===== src/design/thruster_mix_slew_limiter_core_macros.svh =====
// assertion macros for the thruster mix slew limiter core
`ifndef THRUSTER_MIX_SLEW_LIMITER_CORE_MACROS_SVH
`define THRUSTER_MIX_SLEW_LIMITER_CORE_MACROS_SVH

// same-cycle implication, disabled while reset is asserted
`define TMSL_ASSERT_IMP(lbl, clk, rst_n, ante, cons) \
	lbl: assert property (@(posedge clk) disable iff (!(rst_n)) (ante) |-> (cons)) \
		else $error("assertion failed: same-cycle implication");

// next-cycle implication, disabled while reset is asserted
`define TMSL_ASSERT_NXT(lbl, clk, rst_n, ante, cons) \
	lbl: assert property (@(posedge clk) disable iff (!(rst_n)) (ante) |=> (cons)) \
		else $error("assertion failed: next-cycle implication");

`endif


===== src/design/tmsl_pkg.sv =====
// shared widths, register codes and arithmetic helpers for the thruster mixer
package tmsl_pkg;

	localparam int AXIS_W  = 12;
	localparam int SUM_W   = 14;
	localparam int SPEED_W = 10;
	localparam int DIFF_W  = 11;
	localparam int LIMIT_W = 9;
	localparam int JERK_W  = 8;
	localparam int MASK_W  = 6;
	localparam int PULSE_W = 11;
	localparam int HELD_N  = 5;
	localparam int CFG_IDX_W  = 2;
	localparam int CFG_DATA_W = 9;

	localparam logic [PULSE_W-1:0] PULSE_CENTER = 11'd1500;

	localparam logic [LIMIT_W-1:0] SPEED_LIMIT_RST  = 9'd295;
	localparam logic [JERK_W-1:0]  JERK_STEP_RST    = 8'd10;
	localparam logic [MASK_W-1:0]  REVERSE_MASK_RST = 6'd0;

	// configuration register indexes
	typedef enum logic [CFG_IDX_W-1:0] {
		REG_SPEED_LIMIT  = 2'd0,
		REG_JERK_STEP    = 2'd1,
		REG_REVERSE_MASK = 2'd2
	} cfg_reg_t;

	// held speed slots
	localparam int H_A = 0;
	localparam int H_B = 1;
	localparam int H_E = 2;
	localparam int H_F = 3;
	localparam int H_Z = 4;

	// reverse mask bits per motor
	localparam int MOT_A = 0;
	localparam int MOT_B = 1;
	localparam int MOT_C = 2;
	localparam int MOT_D = 3;
	localparam int MOT_E = 4;
	localparam int MOT_F = 5;

	// clamp a mixed sum to plus or minus the limit
	function automatic logic signed [SPEED_W-1:0] clamp_speed(
		input logic signed [SUM_W-1:0] sum,
		input logic [LIMIT_W-1:0]      limit
	);
		logic signed [SUM_W-1:0] lim_pos;
		logic signed [SUM_W-1:0] lim_neg;
		lim_pos = signed'({{(SUM_W-LIMIT_W){1'b0}}, limit});
		lim_neg = -lim_pos;
		if (sum > lim_pos) begin
			return lim_pos[SPEED_W-1:0];
		end else if (sum < lim_neg) begin
			return lim_neg[SPEED_W-1:0];
		end
		return sum[SPEED_W-1:0];
	endfunction

	// move a held speed toward its target by at most one jerk step
	function automatic logic signed [SPEED_W-1:0] slew_speed(
		input logic signed [SPEED_W-1:0] cur,
		input logic signed [SPEED_W-1:0] tgt,
		input logic [JERK_W-1:0]         jerk
	);
		logic signed [DIFF_W-1:0] cur_x;
		logic signed [DIFF_W-1:0] diff;
		logic signed [DIFF_W-1:0] step;
		logic signed [DIFF_W-1:0] moved;
		cur_x = signed'({cur[SPEED_W-1], cur});
		diff  = signed'({tgt[SPEED_W-1], tgt}) - cur_x;
		step  = signed'({{(DIFF_W-JERK_W){1'b0}}, jerk});
		if (diff > step) begin
			moved = cur_x + step;
			return moved[SPEED_W-1:0];
		end else if (diff < -step) begin
			moved = cur_x - step;
			return moved[SPEED_W-1:0];
		end
		return tgt;
	endfunction

	// pulse width around center, wrapping at the pulse width
	function automatic logic [PULSE_W-1:0] pulse_width(
		input logic signed [SPEED_W-1:0] speed,
		input logic                      rev
	);
		logic [PULSE_W-1:0] speed_x;
		speed_x = {{(PULSE_W-SPEED_W){speed[SPEED_W-1]}}, speed};
		return rev ? (PULSE_CENTER - speed_x) : (PULSE_CENTER + speed_x);
	endfunction

endpackage


===== src/design/tmsl_if.sv =====
// handshake channel interfaces: axis commands, pulse results, register writes

interface tmsl_axis_if;
	logic                                     valid;
	logic                                     ready;
	logic signed [tmsl_pkg::AXIS_W-1:0]       axis_x;
	logic signed [tmsl_pkg::AXIS_W-1:0]       axis_y;
	logic signed [tmsl_pkg::AXIS_W-1:0]       axis_z;
	logic signed [tmsl_pkg::AXIS_W-1:0]       axis_r;

	modport source (output valid, axis_x, axis_y, axis_z, axis_r, input ready);
	modport sink (input valid, axis_x, axis_y, axis_z, axis_r, output ready);
endinterface

interface tmsl_pulse_if;
	logic                             valid;
	logic                             ready;
	logic [tmsl_pkg::PULSE_W-1:0]     pulse_a;
	logic [tmsl_pkg::PULSE_W-1:0]     pulse_b;
	logic [tmsl_pkg::PULSE_W-1:0]     pulse_c;
	logic [tmsl_pkg::PULSE_W-1:0]     pulse_d;
	logic [tmsl_pkg::PULSE_W-1:0]     pulse_e;
	logic [tmsl_pkg::PULSE_W-1:0]     pulse_f;

	modport source (output valid, pulse_a, pulse_b, pulse_c, pulse_d, pulse_e, pulse_f,
		input ready);
	modport sink (input valid, pulse_a, pulse_b, pulse_c, pulse_d, pulse_e, pulse_f,
		output ready);
endinterface

interface tmsl_cfg_if;
	logic                                 valid;
	logic                                 ready;
	logic [tmsl_pkg::CFG_IDX_W-1:0]       index;
	logic [tmsl_pkg::CFG_DATA_W-1:0]      data;

	modport source (output valid, index, data, input ready);
	modport sink (input valid, index, data, output ready);
endinterface


===== src/design/thruster_mix_slew_limiter_core.sv =====
// thruster mixer with per-item slew limit, one item per cycle while the pulse side accepts
//
//  channel | dir | handshake   | payload
//  cmd     | in  | valid/ready | axis_x, axis_y, axis_z, axis_r (12b signed)
//  pulse   | out | valid/ready | pulse_a .. pulse_f (11b unsigned)
//  cfg     | in  | valid/ready | index (2b), data (9b); always ready
//
// An item is captured in the input register at the accepting edge and is mixed, clamped
// and slewed in one pass into the result register when the result register is free.
// Throughput is one item per cycle while the pulse side is ready, set by the held speed update loop.
// A stalled result holds; the input register still takes one more item.
// Reset clears the held speeds and loads the register defaults.

`include "thruster_mix_slew_limiter_core_macros.svh"

module thruster_mix_slew_limiter_core (
	input  logic          clk,
	input  logic          arst_n,
	tmsl_axis_if.sink     cmd,
	tmsl_pulse_if.source  pulse,
	tmsl_cfg_if.sink      cfg
);

	// configuration registers
	logic [tmsl_pkg::LIMIT_W-1:0] speed_limit_q;
	logic [tmsl_pkg::JERK_W-1:0]  jerk_step_q;
	logic [tmsl_pkg::MASK_W-1:0]  reverse_mask_q;

	// input register
	logic                                valid_s1;
	logic signed [tmsl_pkg::AXIS_W-1:0]  x_s1;
	logic signed [tmsl_pkg::AXIS_W-1:0]  y_s1;
	logic signed [tmsl_pkg::AXIS_W-1:0]  z_s1;
	logic signed [tmsl_pkg::AXIS_W-1:0]  r_s1;

	// held speeds and result register
	logic [tmsl_pkg::HELD_N-1:0][tmsl_pkg::SPEED_W-1:0] held_q;
	logic [tmsl_pkg::HELD_N-1:0][tmsl_pkg::SPEED_W-1:0] held_nxt;
	logic                                out_valid_q;
	logic [tmsl_pkg::PULSE_W-1:0]        pulse_a_q;
	logic [tmsl_pkg::PULSE_W-1:0]        pulse_b_q;
	logic [tmsl_pkg::PULSE_W-1:0]        pulse_c_q;
	logic [tmsl_pkg::PULSE_W-1:0]        pulse_d_q;
	logic [tmsl_pkg::PULSE_W-1:0]        pulse_e_q;
	logic [tmsl_pkg::PULSE_W-1:0]        pulse_f_q;

	logic out_free;
	logic advance;
	logic cmd_take;

	logic signed [tmsl_pkg::SUM_W-1:0] x_w;
	logic signed [tmsl_pkg::SUM_W-1:0] y_w;
	logic signed [tmsl_pkg::SUM_W-1:0] z_w;
	logic signed [tmsl_pkg::SUM_W-1:0] r_w;
	logic [tmsl_pkg::HELD_N-1:0][tmsl_pkg::SPEED_W-1:0] tgt;

	// handshake control
	assign out_free  = !out_valid_q || pulse.ready;
	assign advance   = valid_s1 && out_free;
	assign cmd.ready = !valid_s1 || out_free;
	assign cmd_take  = cmd.valid && cmd.ready;
	assign cfg.ready = 1'b1;

	// register writes, out-of-range index ignored
	always_ff @(posedge clk or negedge arst_n) begin
		if (!arst_n) begin
			speed_limit_q  <= tmsl_pkg::SPEED_LIMIT_RST;
			jerk_step_q    <= tmsl_pkg::JERK_STEP_RST;
			reverse_mask_q <= tmsl_pkg::REVERSE_MASK_RST;
		end else if (cfg.valid) begin
			unique case (cfg.index)
				tmsl_pkg::REG_SPEED_LIMIT:  speed_limit_q  <= cfg.data[tmsl_pkg::LIMIT_W-1:0];
				tmsl_pkg::REG_JERK_STEP:    jerk_step_q    <= cfg.data[tmsl_pkg::JERK_W-1:0];
				tmsl_pkg::REG_REVERSE_MASK: reverse_mask_q <= cfg.data[tmsl_pkg::MASK_W-1:0];
				default: ;
			endcase
		end
	end

	// input register valid
	always_ff @(posedge clk or negedge arst_n) begin
		if (!arst_n) begin
			valid_s1 <= 1'b0;
		end else if (cmd.ready) begin
			valid_s1 <= cmd.valid;
		end
	end

	// input register payload
	always_ff @(posedge clk) begin
		if (cmd_take) begin
			x_s1 <= cmd.axis_x;
			y_s1 <= cmd.axis_y;
			z_s1 <= cmd.axis_z;
			r_s1 <= cmd.axis_r;
		end
	end

	// mix, clamp and slew
	always_comb begin
		x_w = tmsl_pkg::SUM_W'(x_s1);
		y_w = tmsl_pkg::SUM_W'(y_s1);
		z_w = tmsl_pkg::SUM_W'(z_s1);
		r_w = tmsl_pkg::SUM_W'(r_s1);
		tgt[tmsl_pkg::H_A] = tmsl_pkg::clamp_speed(y_w + x_w + r_w, speed_limit_q);
		tgt[tmsl_pkg::H_B] = tmsl_pkg::clamp_speed(y_w - x_w - r_w, speed_limit_q);
		tgt[tmsl_pkg::H_E] = tmsl_pkg::clamp_speed(x_w - y_w - r_w, speed_limit_q);
		tgt[tmsl_pkg::H_F] = tmsl_pkg::clamp_speed(r_w - x_w - y_w, speed_limit_q);
		tgt[tmsl_pkg::H_Z] = tmsl_pkg::clamp_speed(z_w, speed_limit_q);
		for (int i = 0; i < tmsl_pkg::HELD_N; i++) begin
			held_nxt[i] = tmsl_pkg::slew_speed(held_q[i], tgt[i], jerk_step_q);
		end
	end

	// held speeds and result valid
	always_ff @(posedge clk or negedge arst_n) begin
		if (!arst_n) begin
			held_q      <= '0;
			out_valid_q <= 1'b0;
		end else begin
			if (advance) begin
				held_q <= held_nxt;
			end
			if (out_free) begin
				out_valid_q <= valid_s1;
			end
		end
	end

	// result register payload
	always_ff @(posedge clk) begin
		if (advance) begin
			pulse_a_q <= tmsl_pkg::pulse_width(held_nxt[tmsl_pkg::H_A],
				reverse_mask_q[tmsl_pkg::MOT_A]);
			pulse_b_q <= tmsl_pkg::pulse_width(held_nxt[tmsl_pkg::H_B],
				reverse_mask_q[tmsl_pkg::MOT_B]);
			pulse_c_q <= tmsl_pkg::pulse_width(held_nxt[tmsl_pkg::H_Z],
				reverse_mask_q[tmsl_pkg::MOT_C]);
			pulse_d_q <= tmsl_pkg::pulse_width(held_nxt[tmsl_pkg::H_Z],
				reverse_mask_q[tmsl_pkg::MOT_D]);
			pulse_e_q <= tmsl_pkg::pulse_width(held_nxt[tmsl_pkg::H_E],
				reverse_mask_q[tmsl_pkg::MOT_E]);
			pulse_f_q <= tmsl_pkg::pulse_width(held_nxt[tmsl_pkg::H_F],
				reverse_mask_q[tmsl_pkg::MOT_F]);
		end
	end

	assign pulse.valid   = out_valid_q;
	assign pulse.pulse_a = pulse_a_q;
	assign pulse.pulse_b = pulse_b_q;
	assign pulse.pulse_c = pulse_c_q;
	assign pulse.pulse_d = pulse_d_q;
	assign pulse.pulse_e = pulse_e_q;
	assign pulse.pulse_f = pulse_f_q;

	// held speeds move only when an item passes into the result register
	`TMSL_ASSERT_NXT(a_held_only_on_advance, clk, arst_n, !advance, $stable(held_q))
	// an item that leaves the input register shows up as a result
	`TMSL_ASSERT_NXT(a_advance_gives_result, clk, arst_n, advance, out_valid_q)
	// an empty input register never back-pressures the command side
	`TMSL_ASSERT_IMP(a_empty_s1_ready, clk, arst_n, !valid_s1, cmd.ready)
	// an accepted item is held in the input register next cycle
	`TMSL_ASSERT_NXT(a_take_fills_s1, clk, arst_n, cmd_take, valid_s1)

endmodule

===== src/flat_wrapper.sv =====
// flat-port wrapper written by rule: the top's interface ports become plain ports
module thruster_mix_slew_limiter_core_flat 
  (clk, arst_n, cmd_valid, cmd_axis_x, cmd_axis_y, cmd_axis_z, cmd_axis_r, cmd_ready, pulse_valid, pulse_pulse_a, pulse_pulse_b, pulse_pulse_c, pulse_pulse_d, pulse_pulse_e, pulse_pulse_f, pulse_ready, cfg_valid, cfg_index, cfg_data, cfg_ready);
  tmsl_axis_if cmd_i ();
  tmsl_pulse_if pulse_i ();
  tmsl_cfg_if cfg_i ();
  input  logic clk;
  input  logic arst_n;
  input wire logic [$bits(cmd_i.valid)-1:0] cmd_valid;
  input wire logic [$bits(cmd_i.axis_x)-1:0] cmd_axis_x;
  input wire logic [$bits(cmd_i.axis_y)-1:0] cmd_axis_y;
  input wire logic [$bits(cmd_i.axis_z)-1:0] cmd_axis_z;
  input wire logic [$bits(cmd_i.axis_r)-1:0] cmd_axis_r;
  output wire logic [$bits(cmd_i.ready)-1:0] cmd_ready;
  output wire logic [$bits(pulse_i.valid)-1:0] pulse_valid;
  output wire logic [$bits(pulse_i.pulse_a)-1:0] pulse_pulse_a;
  output wire logic [$bits(pulse_i.pulse_b)-1:0] pulse_pulse_b;
  output wire logic [$bits(pulse_i.pulse_c)-1:0] pulse_pulse_c;
  output wire logic [$bits(pulse_i.pulse_d)-1:0] pulse_pulse_d;
  output wire logic [$bits(pulse_i.pulse_e)-1:0] pulse_pulse_e;
  output wire logic [$bits(pulse_i.pulse_f)-1:0] pulse_pulse_f;
  input wire logic [$bits(pulse_i.ready)-1:0] pulse_ready;
  input wire logic [$bits(cfg_i.valid)-1:0] cfg_valid;
  input wire logic [$bits(cfg_i.index)-1:0] cfg_index;
  input wire logic [$bits(cfg_i.data)-1:0] cfg_data;
  output wire logic [$bits(cfg_i.ready)-1:0] cfg_ready;
  assign cmd_i.valid = cmd_valid;
  assign cmd_i.axis_x = cmd_axis_x;
  assign cmd_i.axis_y = cmd_axis_y;
  assign cmd_i.axis_z = cmd_axis_z;
  assign cmd_i.axis_r = cmd_axis_r;
  assign cmd_ready = cmd_i.ready;
  assign pulse_valid = pulse_i.valid;
  assign pulse_pulse_a = pulse_i.pulse_a;
  assign pulse_pulse_b = pulse_i.pulse_b;
  assign pulse_pulse_c = pulse_i.pulse_c;
  assign pulse_pulse_d = pulse_i.pulse_d;
  assign pulse_pulse_e = pulse_i.pulse_e;
  assign pulse_pulse_f = pulse_i.pulse_f;
  assign pulse_i.ready = pulse_ready;
  assign cfg_i.valid = cfg_valid;
  assign cfg_i.index = cfg_index;
  assign cfg_i.data = cfg_data;
  assign cfg_ready = cfg_i.ready;
  thruster_mix_slew_limiter_core u_core (.clk(clk), .arst_n(arst_n), .cmd(cmd_i), .pulse(pulse_i), .cfg(cfg_i));
endmodule

===== config.mk =====
export PLATFORM = sky130hd
export DESIGN_NAME = thruster_mix_slew_limiter_core_flat
export DESIGN_NICKNAME = d
export VERILOG_FILES = /design/src/design/tmsl_pkg.sv /design/src/design/tmsl_if.sv /design/src/design/thruster_mix_slew_limiter_core.sv /design/src/flat_wrapper.sv
export VERILOG_INCLUDE_DIRS = /design/src /design/src/design
export SDC_FILE = /design/constraint.sdc
export NUM_CORES = 1
export LEC_CHECK = 0
export ABC_AREA = 1
export BUFFER_PORTS_ARGS = -buffer_cell sky130_fd_sc_hd__buf_4
export CORE_MARGIN = 2
export CORE_UTILIZATION = 35
export CTS_CLUSTER_SIZE = 10
export DETAILED_ROUTE_END_ITERATION = 16
export SLEW_MARGIN = 20
export SYNTH_ARGS = -nofsm -noshare
export SYNTH_HDL_FRONTEND = slang
export SYNTH_SLANG_ARGS = --single-unit
export TNS_END_PERCENT = 1

===== constraint.sdc =====
create_clock -name clk -period 17.9 [get_ports clk]
set_input_delay 4.475 -clock clk [delete_from_list [all_inputs] [get_ports clk]]
set_output_delay 4.475 -clock clk [all_outputs]
set_load 0.1 [all_outputs]

* Word-level counts from Yosys, hierarchy flattened
Cells that the tools add are included.
** Word-level totals
- Register bits :: 189
- Bits of input ports :: 64
- Output and inout bits :: 69
** Cells by class
- Reductions and logical operators :: 10
- Muxes and demuxes :: 56
- Order comparisons :: 20
- Equality and inequality tests :: 2
- Add/sub/neg operators :: 35
** Operators with widths (count)
- 10-bit two-way mux :: 30
- 11-bit two-way mux :: 6
- 14-bit by 10-bit > comparator with 1-bit output :: 4
- 14-bit less-than comparator :: 4
- 11-bit adder, first input constant :: 5
- 11-bit by 9-bit > comparator with 1-bit output :: 5
- 11-bit less-than comparator :: 5
- 10-bit by 10-bit subtractor with 11-bit output :: 5
- 11-bit subtractor, first input constant :: 5
- 10-bit by 9-bit adder with 10-bit output :: 5
- 10-bit by 9-bit subtractor with 10-bit output :: 5
- 13-bit by 12-bit subtractor with 14-bit output :: 3
- 12-bit by 12-bit subtractor with 13-bit output :: 3
- 1-bit two-way mux :: 20
- 13-bit by 12-bit adder with 14-bit output :: 1
- 12-bit by 14-bit less-than comparator with 1-bit output :: 1
- 9-bit negation with 14-bit output :: 1
- 12-bit by 12-bit adder with 13-bit output :: 1
- 12-bit by 10-bit > comparator with 1-bit output :: 1
- 8-bit negation with 11-bit output :: 1
- 2-bit AND reduction :: 3
- 2-bit by 1-bit == test with 1-bit output, second input constant :: 1
- 2-bit == test, second input constant :: 1
- 1-bit logical AND :: 2
- other kinds (3) :: 5

* Depth between registers and ports, before layout
Gate-level depths: netlist of run 1.
- Word-level depth :: 13
- Gate-level depth with buffers :: 65
- Depth with buffers taken out :: 65

* Least setup slack after synthesis of run 1
OpenSTA, ideal clock, no wires.
- Path kind :: in2out
- From :: input port pulse_ready
- To :: output port cmd_ready
- Buffers on the path :: 0
- Data required time :: 13.425 ns
- Cell stages on the path :: 2
- Data arrival time :: 5.283 ns
- Slack :: 8.142 ns
- Cells stage by stage :: inv_1 nand3_1
** Between the ends
- Word-level cells in the longest chain between the ends :: 2
** RTL lines
- from (decl) :: RTL line flat_wrapper.sv:22 : input wire logic [$bits(pulse_i.ready)-1:0] pulse_ready;
- 1-bit logical OR :: RTL line thruster_mix_slew_limiter_core.sv:58 : assign out_free = !out_valid_q || pulse.ready;
- 1-bit logical OR :: RTL line thruster_mix_slew_limiter_core.sv:60 : assign cmd.ready = !valid_s1 || out_free;
- to (decl) :: RTL line flat_wrapper.sv:14 : output wire logic [$bits(cmd_i.ready)-1:0] cmd_ready;
Every way passes these cells.

* Worst setup path after layout of run 1
- From :: register u_core.r_s1[1] (netlist bit)
- To :: register u_core.pulse_a_q, in the netlist u_core.pulse.pulse_a[10] (data pin)
** Between the ends
- Word-level cells in the longest chain between the ends :: 12
** RTL lines
- from (decl) :: RTL line thruster_mix_slew_limiter_core.sv:34 : logic signed [tmsl_pkg::AXIS_W-1:0] r_s1;
- from (signal assigned) :: RTL line thruster_mix_slew_limiter_core.sv:95 : r_s1 <= cmd.axis_r;
- 13-bit by 12-bit adder with 14-bit output * :: RTL line thruster_mix_slew_limiter_core.sv:105 : tgt[tmsl_pkg::H_A] = tmsl_pkg::clamp_speed(y_w + x_w + r_w, speed_limit_q);
- 14-bit less-than comparator :: RTL line tmsl_pkg.sv:55 : end else if (sum < lim_neg) begin
- 1-bit two-way mux :: RTL line tmsl_pkg.sv:55
- 1-bit two-way mux :: RTL line tmsl_pkg.sv:53 : if (sum > lim_pos) begin
- 10-bit two-way mux * :: RTL line tmsl_pkg.sv:58 : return sum[SPEED_W-1:0];
- 10-bit by 10-bit subtractor with 11-bit output :: RTL line tmsl_pkg.sv:72 : diff = signed'({tgt[SPEED_W-1], tgt}) - cur_x;
- 11-bit less-than comparator :: RTL line tmsl_pkg.sv:77 : end else if (diff < -step) begin
- 1-bit two-way mux :: RTL line tmsl_pkg.sv:77
- 1-bit two-way mux :: RTL line tmsl_pkg.sv:74 : if (diff > step) begin
- 10-bit two-way mux * :: RTL line tmsl_pkg.sv:81 : return tgt;
- 11-bit adder or 11-bit subtractor (tied branches) :: RTL line tmsl_pkg.sv:91 : return rev ? (PULSE_CENTER - speed_x) : (PULSE_CENTER + speed_x);
- 11-bit two-way mux * :: RTL line tmsl_pkg.sv:91
- to (signal assigned) :: RTL line thruster_mix_slew_limiter_core.sv:133 : pulse_a_q <= tmsl_pkg::pulse_width(held_nxt[tmsl_pkg::H_A],
- to (decl) :: RTL line thruster_mix_slew_limiter_core.sv:40 : logic [tmsl_pkg::PULSE_W-1:0] pulse_a_q;
Every way passes the cells marked *; elsewhere a longest branch is shown, timed or not.
A chain may end at the register's enable or synchronous reset.

==> results of run 1 <==
-- synth_stat cells, types with 17 or more instances --
cell type and instances:
nand2_1 820, inv_1 472, ha_1 374, o21ai_0 207
a21oi_1 203, nand3_1 203, nor2_1 138, edfxtp_1 113
xor2_1 90, dfrtp_1 68, nand2_2 65, fa_1 59
nand4_1 41, xnor2_1 40, nor3_1 39, nand3_2 34
inv_2 33, nand3b_1 26, clkbuf_1 22, o21ai_1 19
nor2_2 17
-- routing by layer --
metal / track usage, % / vias to the layer above / routed length (um)
met5: 0 / - / 0
met4: 7.152 / 0 / 2149
met3: 3.340 / 106 / 4467
met2: 32.81 / 638 / 31890
met1: 27.28 / 9753 / 32900
li1: - / 11050 / -
-- layout make-up --
type | count | share of cell area [%]
Multi-Input combinational cell | 2532 | 62.70
Timing Repair Buffer | 137 | 3.858
Clock buffer | 18 | 1.610
Inverter | 517 | 7.313
Tap cell | 882 | 4.140
Sequential cell | 188 | 19.80
Clock inverter | 14 | 0.5727
-- flip-flops by register name, indices dropped and copies added (netlist names), 12 cells and up --
| signal | count |
|---|---|
| u_core.held_q | 50 |
| u_core.r_s1 | 12 |
| u_core.x_s1 | 12 |
| u_core.y_s1 | 12 |
| u_core.z_s1 | 12 |
-- metrics by stage --
stage / worst slack, ps / std cells / area, um2 / util (%) / hold WS (ps)
after detailed placement: 7852 / 4256 / 26070 / 38.08 / 481.4
after global routing: 6647 / 4288 / 26660 / 38.93 / 537.2
after global placement: 7775 / 4256 / 26070 / 38.08 / 471.5
final: 7729 / 4288 / 26660 / 38.93 / 492.3
after CTS: 7812 / 4288 / 26660 / 38.93 / 499.6
after floorplan: 8142 / 3278 / 24170 / - / 453.0
-- worst register-to-register path: cells and delay by family, from the launching register on --
kind | cells | cell delay, ps
buffers and inverters | 6 | 660
XOR/XNOR | 3 | 810
AND/OR/NAND/NOR | 26 | 2520
AO/OA/AOI/OAI | 15 | 2710
adder cells (fa/ha/maj) | 8 | 2700
flip-flops | 1 | 550
-- path summary, 6_finish.rpt --
kind | from | endpoint | slack (ps) | cells after the start
min in group asynchronous | arst_n | u_core.held_q[46] | 3960 | 1
max in group asynchronous | arst_n | u_core.held_q[1] | 12940 | 2
worst max-delay path | u_core.r_s1[1] | u_core.pulse.pulse_a[10] | 7730 | 58
worst min-delay path | u_core.jerk_step_q[5] | u_core.jerk_step_q[5] | 490 | 2
worst min register to register | u_core.jerk_step_q[5] | u_core.jerk_step_q[5] | 490 | 2
worst max register to register | u_core.r_s1[1] | u_core.pulse.pulse_a[10] | 7730 | 58
-- cell families after synthesis --
logic type,Yosys count,share of synthesized area (%)
AO/OA/AOI/OAI,527,12.60
flip-flops,188,21.84
AND/OR/NAND/NOR,1438,27.32
buffers and inverters,558,9.070
adder cells (fa/ha/maj),433,24.25
XOR/XNOR,133,4.913
other,1,0.01552
-- cell usage in the layout, fill, tap and decap left out, types with 9 or more instances in the layout --
cell	instances
o31ai_1	9
or2_2	14
a21oi_1	203
clkinv_1	10
o21bai_1	12
fa_1	59
o21ai_0	207
buf_4	137
xor2_1	89
edfxtp_1	113
o21ai_1	19
nand2_1	819
xnor2_1	40
nand2_2	66
inv_1	470
nand4_1	41
nand2_4	11
nand3b_1	26
dfrtp_1	68
nand3_1	203
o21ai_2	9
nor3_1	38
clkbuf_16	17
nor2_1	138
nor2_2	17
inv_2	34
nand3_2	34
ha_1	374
==> metrics.txt, run 1 <==
number of buffers created by CTS=17; normalized max-slew margin=approximately 32%; Clock Pin Slew Worst Setup and Hold Paths=80 ps; Hold Fails Final Rpt=0; core footprint=68470 um2; maximum buffer depth of the clock tree=2; Synth Area per Inst=7.373 um2; Final Skew=19.03 ps; I/O pins=133; FF+latch area=between 5000 and 6000 um2; CP peak stage delay=around 570 ps; number of nets with antenna violations after routing=0; insertion delay to the later sink of the worst-skew pair=500 ps; endpoint kind of the worst setup timing path=register; WL/cell=16.65 um; Max Cap Violations=0; root buffer cell=clkbuf_16; crit path max fanout=13; wire length of the first global-routing pass=111700 um; antenna diode instance count=0; final-stage net count=3890; number of buffers inserted to repair setup after CTS=0; Global Route Usage Sum=20.29%; total area of multi-input combinational cells=16710 um2; width of the die=266.8 um; Unique masters post-synth=67; GRT overflow=0; quantity of hold-fixing buffers added after cts=0; Cells after Synth=3278; initial cell density of the core=35.30%; CTS tree=done; async set-or-reset flop fraction in the synthesized netlist=approximately 40%; last weighted congestion value of the routability-driven placer=0.9545; initial DRC count=1681; cell with the biggest individual delay on the critical path=fa_1; fillers=7189; peak clock frequency supported by timing=98.32 MHz; post-route clock period utilization=56.82%; DRT Wirelength=71400 um; flip-flop and latch count after synthesis=between 150 and 200; most common flop cell mapped by yosys=edfxtp_1; Final Max Slew Viols=0; final setup violation count=0; Hold Path Class=reg -> reg; Synth area leaders=ha_1, edfxtp_1, nand2_1; detailed placement HPWL=57730 um; number of placement rows=96; buffer and inverter count on the worst path=6; data arrival time of the critical path=10430 ps; fraction of layout instances using a drive strength above 1=11.92%; pin count of the biggest net entering global routing=81; number of H-tree levels=4; buffers added on ports=131; Clock Sink Count=188; slew of the pin with the lowest slew margin=1014 ps; element type at the critical path start=register; 1st-pass router iterations=6; Crit path top cell by count=nand2_1; Vert. Die Dim=266.8 um; netlist area before placement=about 24000 um2; cell taking the most area after synthesis=ha_1; via count=21550; DRC viols=0; Worst Setup Path Type=reg -> reg; initial antenna violation count=0; Required @ worst endpoint=18160 ps; setup repair after global routing missed its margin=no; DIE AREA=~71000 um2; Net Count, Synth=approximately 3800; Yosys warning total=0; Sum Neg Setup Slack=0 ps; # resized after CTS=0; largest delay contributor family on the critical path=compound AO/OA/AOI/OAI gates; via count of the first global-routing pass=20440; min Tclk post-route=10170 ps; part of the Yosys area used for sequential elements=21.84%; Post-synth EDFFs=113; Vias per Instance=5.026; outcome=finished, final reports clean; layout overhead on the synthesized area=10.29%; portion of synthesized cell area occupied by the leading cell type=19.36%
Power of run 1 is not shown: default switching activity piles up to over one toggle a cycle in this logic, so the estimate is an artifact.
==> inputs of run 2 (changes only) <==
Clock period 17.9 ns to 8.75 ns, I/O delays scaled along.
==> run 2 against run 1 <==
  * Setup slack worse by 7300 ps
  * Wire length up 5.6%
  * Register-to-register slack got worse by 7300 ps
  * Die area unchanged
  * Critical endpoint is now u_core.pulse.pulse_c[7]
  * Critical path type unchanged
  * Global-route usage rose by 0.69 points
  * Sequential cell count unchanged
  * Via count increased by 6.9%
  * First-iteration DRC count down 11%
  * Count of clock-buffer cells in the layout shrank 1
  * Non-clock buffer count up 392
  * Critical path depth is 9 lower
  * Clock skew is 2.4 ps higher
==> metrics.txt, run 2 (synthesis gave the netlist of run 1 again) <==
met3 layer usage reported by global route=3.294% (was 3.340%); Global Route met1 Usage=28.38% (was 27.28%); setup repair after global routing missed its margin=yes (was no); minimum hold slack=506.6 ps (was 492.3 ps); DIE AREA=71170 um2 (unchanged); largest delay contributor family on the critical path=compound AO/OA/AOI/OAI gates (unchanged); Hold Path Class=reg -> reg (unchanged); cell area after layout=31100 um2 (was 26660 um2); number of nets with antenna violations after routing=0 (unchanged); post-route clock period utilization=95.44% (was 56.82%); wire length of the first global-routing pass=116200 um (was 111700 um); CTS tree=done (unchanged); number of H-tree levels=4 (unchanged); Worst Setup Path Type=reg -> reg (unchanged); I/O pins=133 (unchanged); Global Route Usage Sum=20.98% (was 20.29%); WL/cell=16.11 um (was 16.65 um); maximum buffer depth of the clock tree=2 (unchanged); total cell area at the placement stage=28610 um2 (was 26070 um2); flip-flop count of the largest register after layout=50 (unchanged); outcome=finished, final reports clean (unchanged); via count=23040 (was 21550); Layout Utilization=45.43% (was 38.93%); slew of the pin with the lowest slew margin=973.8 ps (was 1014 ps); width of the die=266.8 um (unchanged); peak clock frequency supported by timing=119.7 MHz (was 98.32 MHz); Max Cap Violations=0 (unchanged); commonest cells after routing, fill and taps aside=nand2_1, buf_4, inv_1 (was nand2_1, inv_1, ha_1); Clock Sink Count=188 (unchanged); cell with the biggest individual delay on the critical path=o21ai_0 (was fa_1); final-stage net count=4282 (was 3890); fraction of layout instances using a drive strength above 1=27.78% (was 11.92%); endpoint kind of the worst setup timing path=register (unchanged); initial cell density of the core=35.30% (unchanged); met2 Use GR=34.16% (was 32.81%); initial DRC count=1492 (was 1681); Final Skew=21.47 ps (was 19.03 ps); antenna diode instance count=0 (unchanged); crit path max fanout=13 (unchanged); Required @ worst endpoint=9010 ps (was 18160 ps); pin count of the biggest net entering global routing=81 (unchanged); DRC viols=0 (unchanged); number of buffers created by CTS=17 (unchanged); root buffer cell=clkbuf_16 (unchanged); data arrival time of the critical path=8620 ps (was 10430 ps); Clock Pin Slew Worst Setup and Hold Paths=80 ps (about the same); detailed placement HPWL=60010 um (was 57730 um); buffers added on ports=131 (unchanged); insertion delay to the later sink of the worst-skew pair=520 ps (was 500 ps); buffer and inverter count on the worst path=4 (was 6); layout overhead on the synthesized area=28.69% (was 10.29%); GRT busiest layer=met2 (unchanged); normalized max-slew margin=34.86% (was 32.28%); via count of the first global-routing pass=21690 (was 20440); fillers=6932 (was 7189); final setup violation count=0 (unchanged); Vert. Die Dim=266.8 um (unchanged); last weighted congestion value of the routability-driven placer=0.9371 (was 0.9545); largest reg by FF count=u_core.held_q (unchanged); Final Max Slew Viols=0 (unchanged); Vias per Instance=4.923 (was 5.026); Hold Fails Final Rpt=0 (unchanged); most common library cell in the layout ignoring fill and taps=nand2_1 (unchanged); element type at the critical path start=register (unchanged); 1st-pass router iterations=8 (was 6); Crit path top cell by count=nand2_1 (unchanged); CP peak stage delay=650 ps (was 570 ps); DRT Wirelength=75410 um (was 71400 um); core footprint=68470 um2 (unchanged); GRT overflow=0 (unchanged); min Tclk post-route=8351 ps (was 10170 ps); initial antenna violation count=2 (was 0); number of placement rows=96 (unchanged)
-- run 2: cell count changes in the layout (fill, tap and decap cells not counted), sizes merged --
cell,previous run,this run
buf,137,529
bufinv,0,2
clkinvlp,2,4
inv,513,511
clkbuf,18,17
clkinv,16,15
-- run 2: layer usage --
metal | share of wire [%] | wire (um)
met1 | 46 | 34520
met2 | 46 | 34810
met3 | 5.4 | 4078
met4 | 2.6 | 1989
met5 | 0.016 | 12
-- run 2: final cells by class --
cell class | count | area (um2) | share of cell area (%)
repair buffers | 529 | 4025 | 12.94
well taps | 882 | 1104 | 3.548
clock inverters | 15 | 183.9 | 0.5913
inverters | 517 | 1954 | 6.283
flip-flops and latches | 188 | 5279 | 16.97
clock buffers | 17 | 425.4 | 1.368
multi-input cells | 2532 | 18130 | 58.30
-- run 2: stage by stage --
step / setup WS (ps) / instances / TNS (ps)
floorplan: 33.10 / 3278 / 0
finish: 398.7 / 4680 / 0
global placement: -222.3 / 4595 / -901.1
detailed placement: -303.1 / 4595 / -1559
CTS: -18.43 / 4628 / -37.11
global route: -219.0 / 4680 / -2309
-- run 2: final timing paths --
kind,endpoint,start,slack [ps],depth (start not counted)
min in group asynchronous,u_core.held_q[44],arst_n,1550,1
worst max-delay path,u_core.pulse.pulse_c[7],u_core.speed_limit_q[0],400,49
worst min register to register,u_core.held_q[9],u_core.held_q[9],510,2
worst min-delay path,u_core.held_q[9],u_core.held_q[9],510,2
max in group asynchronous,u_core.held_q[3],arst_n,6010,2
worst max register to register,u_core.pulse.pulse_c[7],u_core.speed_limit_q[0],400,49
-- run 2: worst reg2reg max path, delay by kind of cell, from the launching register on --
kind                       cells  cell delay (ps)
AOI/OAI and AO/OA             14             2470
xor gates and xnor gates       2              470
adders and majority gates      6             1800
buffers and inverters          4              580
DFF                            1              400
and+or+nand+nor               23             2380
-- run 2: what timing repair did --
action	CTS	global route
hold buffers	0	0
setup buffers	1	52
setup endpoints to repair	19	71
pin swaps	2	143
resized for setup	16	333
Power of run 2 is left out for the same reason.
